### src/design/assert_macros.svh
// ---------------------------------------------------------------------------
// assert_macros.svh
// Concurrent assertion helpers used by cartridge_bank_mapper_top.
// ---------------------------------------------------------------------------
`ifndef ASSERT_MACROS_SVH
`define ASSERT_MACROS_SVH

// Same-cycle implication, masked during reset.
`define ASSERT_IMPLY(label, clk, rst_n, ante, cons) \
    label: assert property (@(posedge clk) disable iff (!rst_n) (ante) |-> (cons)) \
        else $error("implication check failed");

// Next-cycle implication, masked during reset.
`define ASSERT_NEXT(label, clk, rst_n, ante, cons) \
    label: assert property (@(posedge clk) disable iff (!rst_n) (ante) |=> (cons)) \
        else $error("next-cycle check failed");

`endif

### src/design/cbm_pkg.sv
`timescale 1ns / 1ps
// ---------------------------------------------------------------------------
// cbm_pkg
// Shared types and constants for the cartridge bank mapper.
// ---------------------------------------------------------------------------
package cbm_pkg;

    localparam int ROM_BANK_W_MAX   = 9;
    localparam int RAM_BANK_W_MAX   = 8;
    localparam int ROM_BANK_BITS_DEF = 9;
    localparam int RAM_BANK_BITS_DEF = 8;

    localparam int ADDR_W      = 16;
    localparam int PHYS_W      = 23;
    localparam int IN_TDATA_W  = 32;
    localparam int OUT_TDATA_W = 40;
    localparam int CFG_DATA_W  = 3;

    // target memory codes
    localparam logic [1:0] MEM_INTERNAL = 2'd0;
    localparam logic [1:0] MEM_ROM      = 2'd1;
    localparam logic [1:0] MEM_RAM      = 2'd2;

    // config register indexes
    localparam logic CFG_BANKING_EN = 1'b0;
    localparam logic CFG_CTRL_MODEL = 1'b1;

    // controller models
    localparam logic [2:0] MODEL_MBC1 = 3'd1;
    localparam logic [2:0] MODEL_MBC5 = 3'd5;

    // bus commands
    localparam logic CMD_READ  = 1'b0;
    localparam logic CMD_WRITE = 1'b1;

    // bus address map
    localparam logic [15:0] A_ROM_LO_END  = 16'h2000;
    localparam logic [15:0] A_MBC5_LO_END = 16'h3000;
    localparam logic [15:0] A_ROM_BANKED  = 16'h4000;
    localparam logic [15:0] A_MODE_REG    = 16'h6000;
    localparam logic [15:0] A_VRAM        = 16'h8000;
    localparam logic [15:0] A_CART_RAM    = 16'hA000;
    localparam logic [15:0] A_WRAM        = 16'hC000;
    localparam logic [15:0] A_WRAM_MIR    = 16'hDE00;
    localparam logic [15:0] A_ECHO        = 16'hE000;
    localparam logic [15:0] A_ECHO_END    = 16'hFE00;
    localparam logic [15:0] ECHO_OFFSET   = 16'h2000;

    localparam logic [7:0] RAM_ENABLE_KEY = 8'h0A;
    localparam logic [7:0] MBC1_HOLE_20   = 8'h20;
    localparam logic [7:0] MBC1_HOLE_40   = 8'h40;
    localparam logic [7:0] MBC1_HOLE_60   = 8'h60;

    typedef struct packed {
        logic [1:0]        target_memory;
        logic [PHYS_W-1:0] physical_address;
        logic              write_enable;
        logic [7:0]        data_out;
        logic              last_access;
    } result_t;

    // current bank state, zero-extended to the widest supported size
    typedef struct packed {
        logic                      banking_en;
        logic [2:0]                ctrl_model;
        logic [ROM_BANK_W_MAX-1:0] rom_sel;
        logic [RAM_BANK_W_MAX-1:0] ram_sel;
        logic                      ram_en;
    } bank_state_t;

    // register updates produced by one bus word
    typedef struct packed {
        logic                      rom_we;
        logic [ROM_BANK_W_MAX-1:0] rom_val;
        logic                      ram_we;
        logic [RAM_BANK_W_MAX-1:0] ram_val;
        logic                      en_we;
        logic                      en_val;
    } bank_upd_t;

endpackage

### src/design/cartridge_bank_mapper_top.sv
`timescale 1ns / 1ps
// ---------------------------------------------------------------------------
// cartridge_bank_mapper_top
// Bus words in on s_, one word per cycle unless stalled; memory commands out
// on m_. A word is taken into an input register, decoded against the current
// bank state and moved into the output register. Writes to the work RAM window
// or its echo window give two output words (mirror write first, then main
// write, tlast on the second), so they hold the input register until the main
// write is loaded. Bank register writes below 0x8000 on a banked cart give no
// output word and retire at once; the new bank applies to the very next word.
// Config writes take effect the next cycle; the user must make them only while
// the mapper is idle, which the block does not enforce. Throughput: one output
// word per cycle while m_tready is high, set by the single output register.
// ---------------------------------------------------------------------------
`include "assert_macros.svh"

module cartridge_bank_mapper_top #(
    parameter int ROM_BANK_BITS = cbm_pkg::ROM_BANK_BITS_DEF,
    parameter int RAM_BANK_BITS = cbm_pkg::RAM_BANK_BITS_DEF
) (
    input  logic                               aclk,
    input  logic                               aresetn,
    // config write port
    input  logic                               cfg_wr_en,
    input  logic                               cfg_index,  // 0 banking_enabled, 1 controller_model
    input  logic [cbm_pkg::CFG_DATA_W-1:0]     cfg_wdata,
    // bus words in
    input  logic                               s_tvalid,
    output logic                               s_tready,
    // [0] command, [16:1] bus_address, [24:17] write_data, [31:25] zero
    input  logic [cbm_pkg::IN_TDATA_W-1:0]     s_tdata,
    // memory commands out
    output logic                               m_tvalid,
    input  logic                               m_tready,
    // [1:0] target_memory, [24:2] physical_address, [25] write_enable,
    // [33:26] data_out, [39:34] zero
    output logic [cbm_pkg::OUT_TDATA_W-1:0]    m_tdata,
    output logic                               m_tlast     // last_access
);
    import cbm_pkg::*;

    // input register
    logic              in_valid_reg;
    logic              cmd_reg;
    logic [ADDR_W-1:0] addr_reg;
    logic [7:0]        wdata_reg;
    logic              phase_reg;   // mirror word already sent

    // output register
    logic              out_valid_reg;
    result_t           out_reg;

    bank_state_t state;
    bank_upd_t   upd;
    logic        mirror_valid;
    logic        main_valid;
    result_t     mirror_res;
    result_t     main_res;

    logic        emit_mirror;
    logic        cur_valid;
    result_t     cur_res;
    logic        out_free;
    logic        out_load;
    logic        retire;

    cbm_bank_state #(
        .ROM_BANK_BITS (ROM_BANK_BITS),
        .RAM_BANK_BITS (RAM_BANK_BITS)
    ) u_state (
        .aclk      (aclk),
        .aresetn   (aresetn),
        .cfg_wr_en (cfg_wr_en),
        .cfg_index (cfg_index),
        .cfg_wdata (cfg_wdata),
        .upd_en    (retire),
        .upd       (upd),
        .state     (state)
    );

    cbm_decode u_decode (
        .command      (cmd_reg),
        .bus_address  (addr_reg),
        .write_data   (wdata_reg),
        .state        (state),
        .mirror_valid (mirror_valid),
        .mirror_res   (mirror_res),
        .main_valid   (main_valid),
        .main_res     (main_res),
        .upd          (upd)
    );

    // pick the word to send this cycle
    assign emit_mirror = mirror_valid && !phase_reg;
    assign cur_valid   = emit_mirror || main_valid;
    assign cur_res     = emit_mirror ? mirror_res : main_res;
    assign out_free    = !out_valid_reg || m_tready;
    assign out_load    = in_valid_reg && cur_valid && out_free;
    // the held word leaves once its last output is loaded, or at once if it has none
    assign retire      = in_valid_reg && (!cur_valid || (out_free && !emit_mirror));
    assign s_tready    = !in_valid_reg || retire;

    always_ff @(posedge aclk) begin
        if (!aresetn) begin
            in_valid_reg  <= 1'b0;
            phase_reg     <= 1'b0;
            out_valid_reg <= 1'b0;
        end else begin
            if (s_tready) in_valid_reg <= s_tvalid;

            if (retire)                       phase_reg <= 1'b0;
            else if (out_load && emit_mirror) phase_reg <= 1'b1;

            if (out_load)      out_valid_reg <= 1'b1;
            else if (m_tready) out_valid_reg <= 1'b0;
        end
    end

    // payload, no reset
    always_ff @(posedge aclk) begin
        if (s_tready && s_tvalid) begin
            cmd_reg   <= s_tdata[0];
            addr_reg  <= s_tdata[16:1];
            wdata_reg <= s_tdata[24:17];
        end
        if (out_load) out_reg <= cur_res;
    end

    assign m_tvalid = out_valid_reg;
    assign m_tlast  = out_reg.last_access;
    assign m_tdata  = {6'd0, out_reg.data_out, out_reg.write_enable,
                       out_reg.physical_address, out_reg.target_memory};

    // mirror phase only exists while a word is held
    `ASSERT_IMPLY(a_phase_held, aclk, aresetn, phase_reg, in_valid_reg && mirror_valid)
    // sending the mirror word marks the phase for the main word
    `ASSERT_NEXT(a_phase_set, aclk, aresetn, out_load && emit_mirror, phase_reg)
    // a mirror word is never the last and a main word always is
    `ASSERT_IMPLY(a_last_order, aclk, aresetn, out_load, cur_res.last_access == !emit_mirror)

endmodule

### src/design/cbm_bank_state.sv
`timescale 1ns / 1ps
// ---------------------------------------------------------------------------
// cbm_bank_state
// Config registers plus ROM bank, RAM bank and RAM-enable registers.
// ---------------------------------------------------------------------------
module cbm_bank_state #(
    parameter int ROM_BANK_BITS = cbm_pkg::ROM_BANK_BITS_DEF,
    parameter int RAM_BANK_BITS = cbm_pkg::RAM_BANK_BITS_DEF
) (
    input  logic                              aclk,
    input  logic                              aresetn,
    input  logic                              cfg_wr_en,
    input  logic                              cfg_index,
    input  logic [cbm_pkg::CFG_DATA_W-1:0]    cfg_wdata,
    input  logic                              upd_en,
    input  cbm_pkg::bank_upd_t                upd,
    output cbm_pkg::bank_state_t              state
);
    import cbm_pkg::*;

    logic                     banking_en_reg;
    logic [2:0]               ctrl_model_reg;
    logic [ROM_BANK_BITS-1:0] rom_sel_reg;
    logic [RAM_BANK_BITS-1:0] ram_sel_reg;
    logic                     ram_en_reg;

    always_ff @(posedge aclk) begin
        if (!aresetn) begin
            banking_en_reg <= 1'b1;
            ctrl_model_reg <= MODEL_MBC1;
            rom_sel_reg    <= ROM_BANK_BITS'(1);
            ram_sel_reg    <= '0;
            ram_en_reg     <= 1'b0;
        end else begin
            if (cfg_wr_en) begin
                unique case (cfg_index)
                    CFG_BANKING_EN: banking_en_reg <= cfg_wdata[0];
                    CFG_CTRL_MODEL: ctrl_model_reg <= cfg_wdata;
                    default:        ;
                endcase
            end
            if (upd_en && upd.rom_we) rom_sel_reg <= upd.rom_val[ROM_BANK_BITS-1:0];
            if (upd_en && upd.ram_we) ram_sel_reg <= upd.ram_val[RAM_BANK_BITS-1:0];
            if (upd_en && upd.en_we)  ram_en_reg  <= upd.en_val;
        end
    end

    assign state.banking_en = banking_en_reg;
    assign state.ctrl_model = ctrl_model_reg;
    assign state.rom_sel    = ROM_BANK_W_MAX'(rom_sel_reg);
    assign state.ram_sel    = RAM_BANK_W_MAX'(ram_sel_reg);
    assign state.ram_en     = ram_en_reg;

endmodule

### src/design/cbm_decode.sv
`timescale 1ns / 1ps
// ---------------------------------------------------------------------------
// cbm_decode
// Address decode: maps one bus word to up to two memory commands and
// the bank register updates it causes.
// ---------------------------------------------------------------------------
module cbm_decode (
    input  logic                          command,
    input  logic [cbm_pkg::ADDR_W-1:0]    bus_address,
    input  logic [7:0]                    write_data,
    input  cbm_pkg::bank_state_t          state,
    output logic                          mirror_valid,
    output cbm_pkg::result_t              mirror_res,
    output logic                          main_valid,
    output cbm_pkg::result_t              main_res,
    output cbm_pkg::bank_upd_t            upd
);
    import cbm_pkg::*;

    logic [ADDR_W-1:0] a;
    logic [PHYS_W-1:0] rom_phys;
    logic [PHYS_W-1:0] ram_phys;
    logic [PHYS_W-1:0] int_phys;
    logic [7:0]        bank_v;
    logic [ROM_BANK_W_MAX-1:0] bank_remap;
    logic              is_mbc5;

    assign a        = bus_address;
    assign rom_phys = {state.rom_sel, a[13:0]};
    assign ram_phys = {2'b00, state.ram_sel, a[12:0]};
    assign int_phys = PHYS_W'(a);
    assign is_mbc5  = (state.ctrl_model == MODEL_MBC5);
    assign bank_v   = (write_data == 8'd0) ? 8'd1 : write_data;

    // MBC1 skips banks 0x20/0x40/0x60
    always_comb begin
        bank_remap = ROM_BANK_W_MAX'(bank_v);
        if (state.ctrl_model == MODEL_MBC1 &&
            (write_data == MBC1_HOLE_20 || write_data == MBC1_HOLE_40 ||
             write_data == MBC1_HOLE_60))
            bank_remap = ROM_BANK_W_MAX'(write_data) + ROM_BANK_W_MAX'(1);
    end

    // echo mirror write, issued ahead of the main write
    always_comb begin
        mirror_valid                = 1'b0;
        mirror_res.target_memory    = MEM_INTERNAL;
        mirror_res.physical_address = int_phys;
        mirror_res.write_enable     = 1'b1;
        mirror_res.data_out         = write_data;
        mirror_res.last_access      = 1'b0;
        if (command == CMD_WRITE) begin
            if (a >= A_WRAM && a < A_WRAM_MIR) begin
                mirror_valid                = 1'b1;
                mirror_res.physical_address = PHYS_W'(a + ECHO_OFFSET);
            end else if (a >= A_ECHO && a < A_ECHO_END) begin
                mirror_valid                = 1'b1;
                mirror_res.physical_address = PHYS_W'(a - ECHO_OFFSET);
            end
        end
    end

    always_comb begin
        main_valid                = 1'b1;
        main_res.target_memory    = MEM_INTERNAL;
        main_res.physical_address = int_phys;
        main_res.write_enable     = command;
        main_res.data_out         = (command == CMD_WRITE) ? write_data : 8'd0;
        main_res.last_access      = 1'b1;
        upd                       = '0;

        if (command == CMD_READ) begin
            priority if (!state.banking_en || a < A_ROM_BANKED || a >= A_WRAM) begin
                main_res.target_memory = MEM_INTERNAL;
            end else if (a < A_VRAM) begin
                main_res.target_memory    = MEM_ROM;
                main_res.physical_address = rom_phys;
            end else if (a < A_CART_RAM || !state.ram_en) begin
                main_res.target_memory = MEM_INTERNAL;
            end else begin
                main_res.target_memory    = MEM_RAM;
                main_res.physical_address = ram_phys;
            end
        end else begin
            priority if (!state.banking_en || a >= A_WRAM) begin
                main_res.target_memory = MEM_INTERNAL;
            end else if (a < A_ROM_LO_END) begin
                main_valid = 1'b0;
                upd.en_we  = 1'b1;
                upd.en_val = (write_data == RAM_ENABLE_KEY);
            end else if (a < A_MBC5_LO_END && is_mbc5) begin
                main_valid  = 1'b0;
                upd.rom_we  = 1'b1;
                upd.rom_val = {state.rom_sel[ROM_BANK_W_MAX-1], bank_v};
            end else if (a < A_ROM_BANKED) begin
                main_valid  = 1'b0;
                upd.rom_we  = 1'b1;
                upd.rom_val = is_mbc5 ? {write_data[0], state.rom_sel[7:0]} : bank_remap;
            end else if (a < A_MODE_REG) begin
                main_valid  = 1'b0;
                upd.ram_we  = 1'b1;
                upd.ram_val = write_data;
            end else if (a < A_VRAM) begin
                main_valid = 1'b0;  // mode register not modeled
            end else if (a < A_CART_RAM) begin
                main_res.target_memory = MEM_INTERNAL;
            end else begin
                main_res.target_memory    = MEM_RAM;
                main_res.physical_address = ram_phys;
            end
        end
    end

endmodule
### config.mk
export PLATFORM = sky130hd
export DESIGN_NAME = cartridge_bank_mapper_top
export DESIGN_NICKNAME = d
export VERILOG_FILES = /design/src/design/cbm_pkg.sv /design/src/design/cartridge_bank_mapper_top.sv /design/src/design/cbm_bank_state.sv /design/src/design/cbm_decode.sv
export VERILOG_INCLUDE_DIRS = /design/src /design/src/design
export SDC_FILE = /design/constraint.sdc
export NUM_CORES = 1
export LEC_CHECK = 0
export ABC_AREA = 1
export BUFFER_PORTS_ARGS = -buffer_cell sky130_fd_sc_hd__buf_2
export CORE_ASPECT_RATIO = 2
export CORE_MARGIN = 2
export CORE_UTILIZATION = 30
export CTS_BUF_LIST = sky130_fd_sc_hd__clkbuf_4
export DETAILED_ROUTE_END_ITERATION = 6
export PLACE_DENSITY = 0.5
export REMOVE_ABC_BUFFERS = 1
export SETUP_SLACK_MARGIN = 0.02
export SLEW_MARGIN = 20
export SYNTH_ARGS = -nofsm -noshare
export SYNTH_HDL_FRONTEND = slang
export SYNTH_HIERARCHICAL = 1
export SYNTH_SLANG_ARGS = --single-unit
export TNS_END_PERCENT = 20
### constraint.sdc
create_clock -name aclk -period 5.9 [get_ports aclk]
set_input_delay 0.59 -clock aclk [delete_from_list [all_inputs] [get_ports aclk]]
set_output_delay 0.59 -clock aclk [all_outputs]
set_load 0.05 [all_outputs]
==> summary.txt <==
STA
  – Period utilization: between 60 and 70%
  – Worst slew pin tran: about 700 ps
  – Hold WS: about 280 ps
  – Post-Route Setup TNS: 0 ps
  – Fin. max-slew vios: 0
  – Tmin final: just under 4000 ps
  – RSZ-0062 raised after global routing: false
  – Setup-failing EPs final: 0
  – Clock skew: around 29 ps
  – Worst slew margin: roughly 53%
  – Final hold violations: 0
  – Setup WS post-layout: between 2000 and 2500 ps
  – Fmax achieved: 258 MHz

Pwr
  – Leakage: 2.54 nW
  – Pwr Density: roughly 240 nW/um2
  – Max IR drop VDD: 0.0727 mV

Critical path
  – Crit Path Max Fanout: 38
  – CP Class: flip-flop to primary output
  – Worst Setup Start Kind: flip-flop
  – Crit path launch: addr_reg[13]$_DFFE_PP_
  – Crit path required time: around 5300 ps
  – Reg2reg start: addr_reg[13]$_DFFE_PP_
  – Crit path DAT: between 3000 and 4000 ps
  – CP Capture Type: primary output

Global routing
  – Grt ovf: 0
  – Tot GR Track Use: 13.9%
  – Largest net degree at the start of global routing: 39
  – Global-route wire length before repair: ~19000 um
  – Initial antenna violation count: 1
  – Number of global-route vias before repair: between 3000 and 4000

Layout
  – Share of layout cells above drive strength 1: between 20% and 30%
  – Max reg flops: 34
  – Most frequent cells in the layout: nand2_1 (118), nor2_1 (88), buf_2 (70), inv_1 (67), edfxtp_1 (60)
  – Final core occ: approximately a third
  – P&R area growth vs syn: 6.29%
  – Final nets: between 600 and 700
  – Most common cell after layout, fill and taps aside: nand2_1

Clocking
  – Worst-path clk slew: roughly 150 ps
  – Clock sink count: 85
  – CTS tree: yes
  – Clock buffer depth: 2
  – # Post-CTS Setup Buffers: 0
  – CTS HTree Levels: 3
  – Root Driver: clkbuf_4
  – Number of CTS-inserted buffers: 9
  – Clk_lat worst skew: around 470 ps
  – Hold-fix buffers, CTS: 0
  – PostCTS Resize Cnt: 0

Floorplanning
  – Initial Util: between 30% and 40%
  – Die Wd: 96.1 um
  – Die Ht: around 190 um
  – Core area: between 15000 and 20000 um2
  – Die area: 18100 um2
  – Cell Rows: 67
  – Io pins: 84

Synth
  – Post-synthesis simple-gate area fraction: around 23%
  – Syn Area/Cell: 8.63 um2
  – Post-synth top area cell: edfxtp_1
  – Number of synthesized flops with an enable pin: 60
  – Post-synthesis register bit count: 85
  – Ranking of synthesized cells by area: edfxtp_1 (35%), dfxtp_1 (9.8%), nand2_1 (8.7%)
  – Synthesized area: a little over 5000 um2
  – Compound-gate portion of the synthesized area: ~5%
  – Mux share of post-synthesis cell area: 8.99%
  – Top_reg_cell synth: edfxtp_1
  – Synth warnings: 6
  – Synth cell types: 33
  – Post-Synth Adder-Cell Area: under 10%
  – Largest family of logic cells by synthesized area: simple AND/OR/NAND/NOR gates
  – Share of the yosys chip area belonging to registers: 45.2%
  – Area share of the largest cell type after synthesis: between 30% and 40%
  – Synth Area in XOR/XNOR: 0%
  – Mapped Cells: roughly 600
  – Async SR Flop Fraction: 0%

Worst hold path
  – Critical hold path startpoint: s_tdata[22]
  – Tightest Hold Check Type: input pin to flip-flop

Detailed routing
  – Detailed router's first-iteration violation count: between 150 and 200
  – DR DRC count: 0
  – Drt pass-1 iters: 4
  – Vias: about 3700
  – Avg WL per Cell: around 14 um
  – Drt total wl: around 12000 um
  – ANT nets after route: 0
  – Via density: 4.44

Run status
  – Status: complete, no violations

Placement
  – Port Buf Inserts: 70
  – Final Wtd Congestion: roughly 0.89
  – Post-DP HPWL: 8970 um
  – Pre-CTS setup slack: around 2100 ps

Job
  – Max-cap violation count: 0
==> path summary, 6_finish.rpt <==
check / endpoint / slack [ps] / cells after the start
max: s_tready / 2020 / 15
min: wdata_reg[5]$_DFFE_PP_ / 280 / 1
max reg2reg: m_tdata[27]$_DFFE_PP_ / 2200 / 16
min reg2reg: phase_reg$_SDFFE_PP0P_ / 470 / 2
==> critical path, cell delays in order (launching register included) <==
cell	delay, ps
edfxtp_1	590
inv_1	220
ha_1	280
nand3_4	80
nor2_2	50
nand2_2	110
nand2_1	110
nand2_2	90
nand2_1	80
nand2_1	90
inv_2	50
nand2_2	60
buf_4	510
nand2_2	140
nand2_2	90
buf_2	260
==> kinds of logic (layout without fill, tap and decap cells) <==
kind of cell | after synthesis | in the layout
fa+ha+maj | 7 | 7
compound gates | 44 | 44
simple gates | 273 | 273
buf+inv | 143 | 162
flops | 85 | 85
other cells | 3 | 19
mux | 35 | 35
==> power by group <==
part	switching, W	internal (W)	leakage [nW]
clock	0.000209	0.000141	0.0818
sequential	0.0000233	0.000677	0.777
combinational	0.000163	0.0000721	1.68
==> routing by layer <==
metal	global-route usage [%]	part of all wire, %
met1	12.9	35
met2	27.2	60
met3	2.08	2.7
met4	7.47	3.0
met5	0	0
==> per-stage QoR <==
step	total power [W]	std cells	instance area [um2]
after floorplan	0.000882	534	4620
after global placement	0.000947	815	5270
after detailed placement	0.000952	815	5270
after CTS	0.00131	831	5410
after global routing	0.00135	832	5410
final	0.00128	832	5410
==> cells in the mapped netlist, types with 9 or more instances <==
| library cell | count |
|---|---|
| mux2_4 | 17 |
| nand2_1 | 118 |
| o21ai_0 | 19 |
| nor3_1 | 9 |
| nand3_1 | 32 |
| nor2_1 | 88 |
| buf_4 | 55 |
| nand2_2 | 11 |
| inv_1 | 67 |
| edfxtp_1 | 60 |
| dfxtp_1 | 25 |
| a21oi_1 | 14 |
| mux2_2 | 18 |
==> cell type report <==
cell class	count	area, um2
multi-input cells	377	2060
inverters	72	270
clock inverters	5	58.8
well taps	207	259
fillers	1796	11300
diodes	1	2.50
flip-flops and latches	85	2300
clock buffers	11	82.6
repair buffers	74	380
Power figures use the tool's default switching activity.
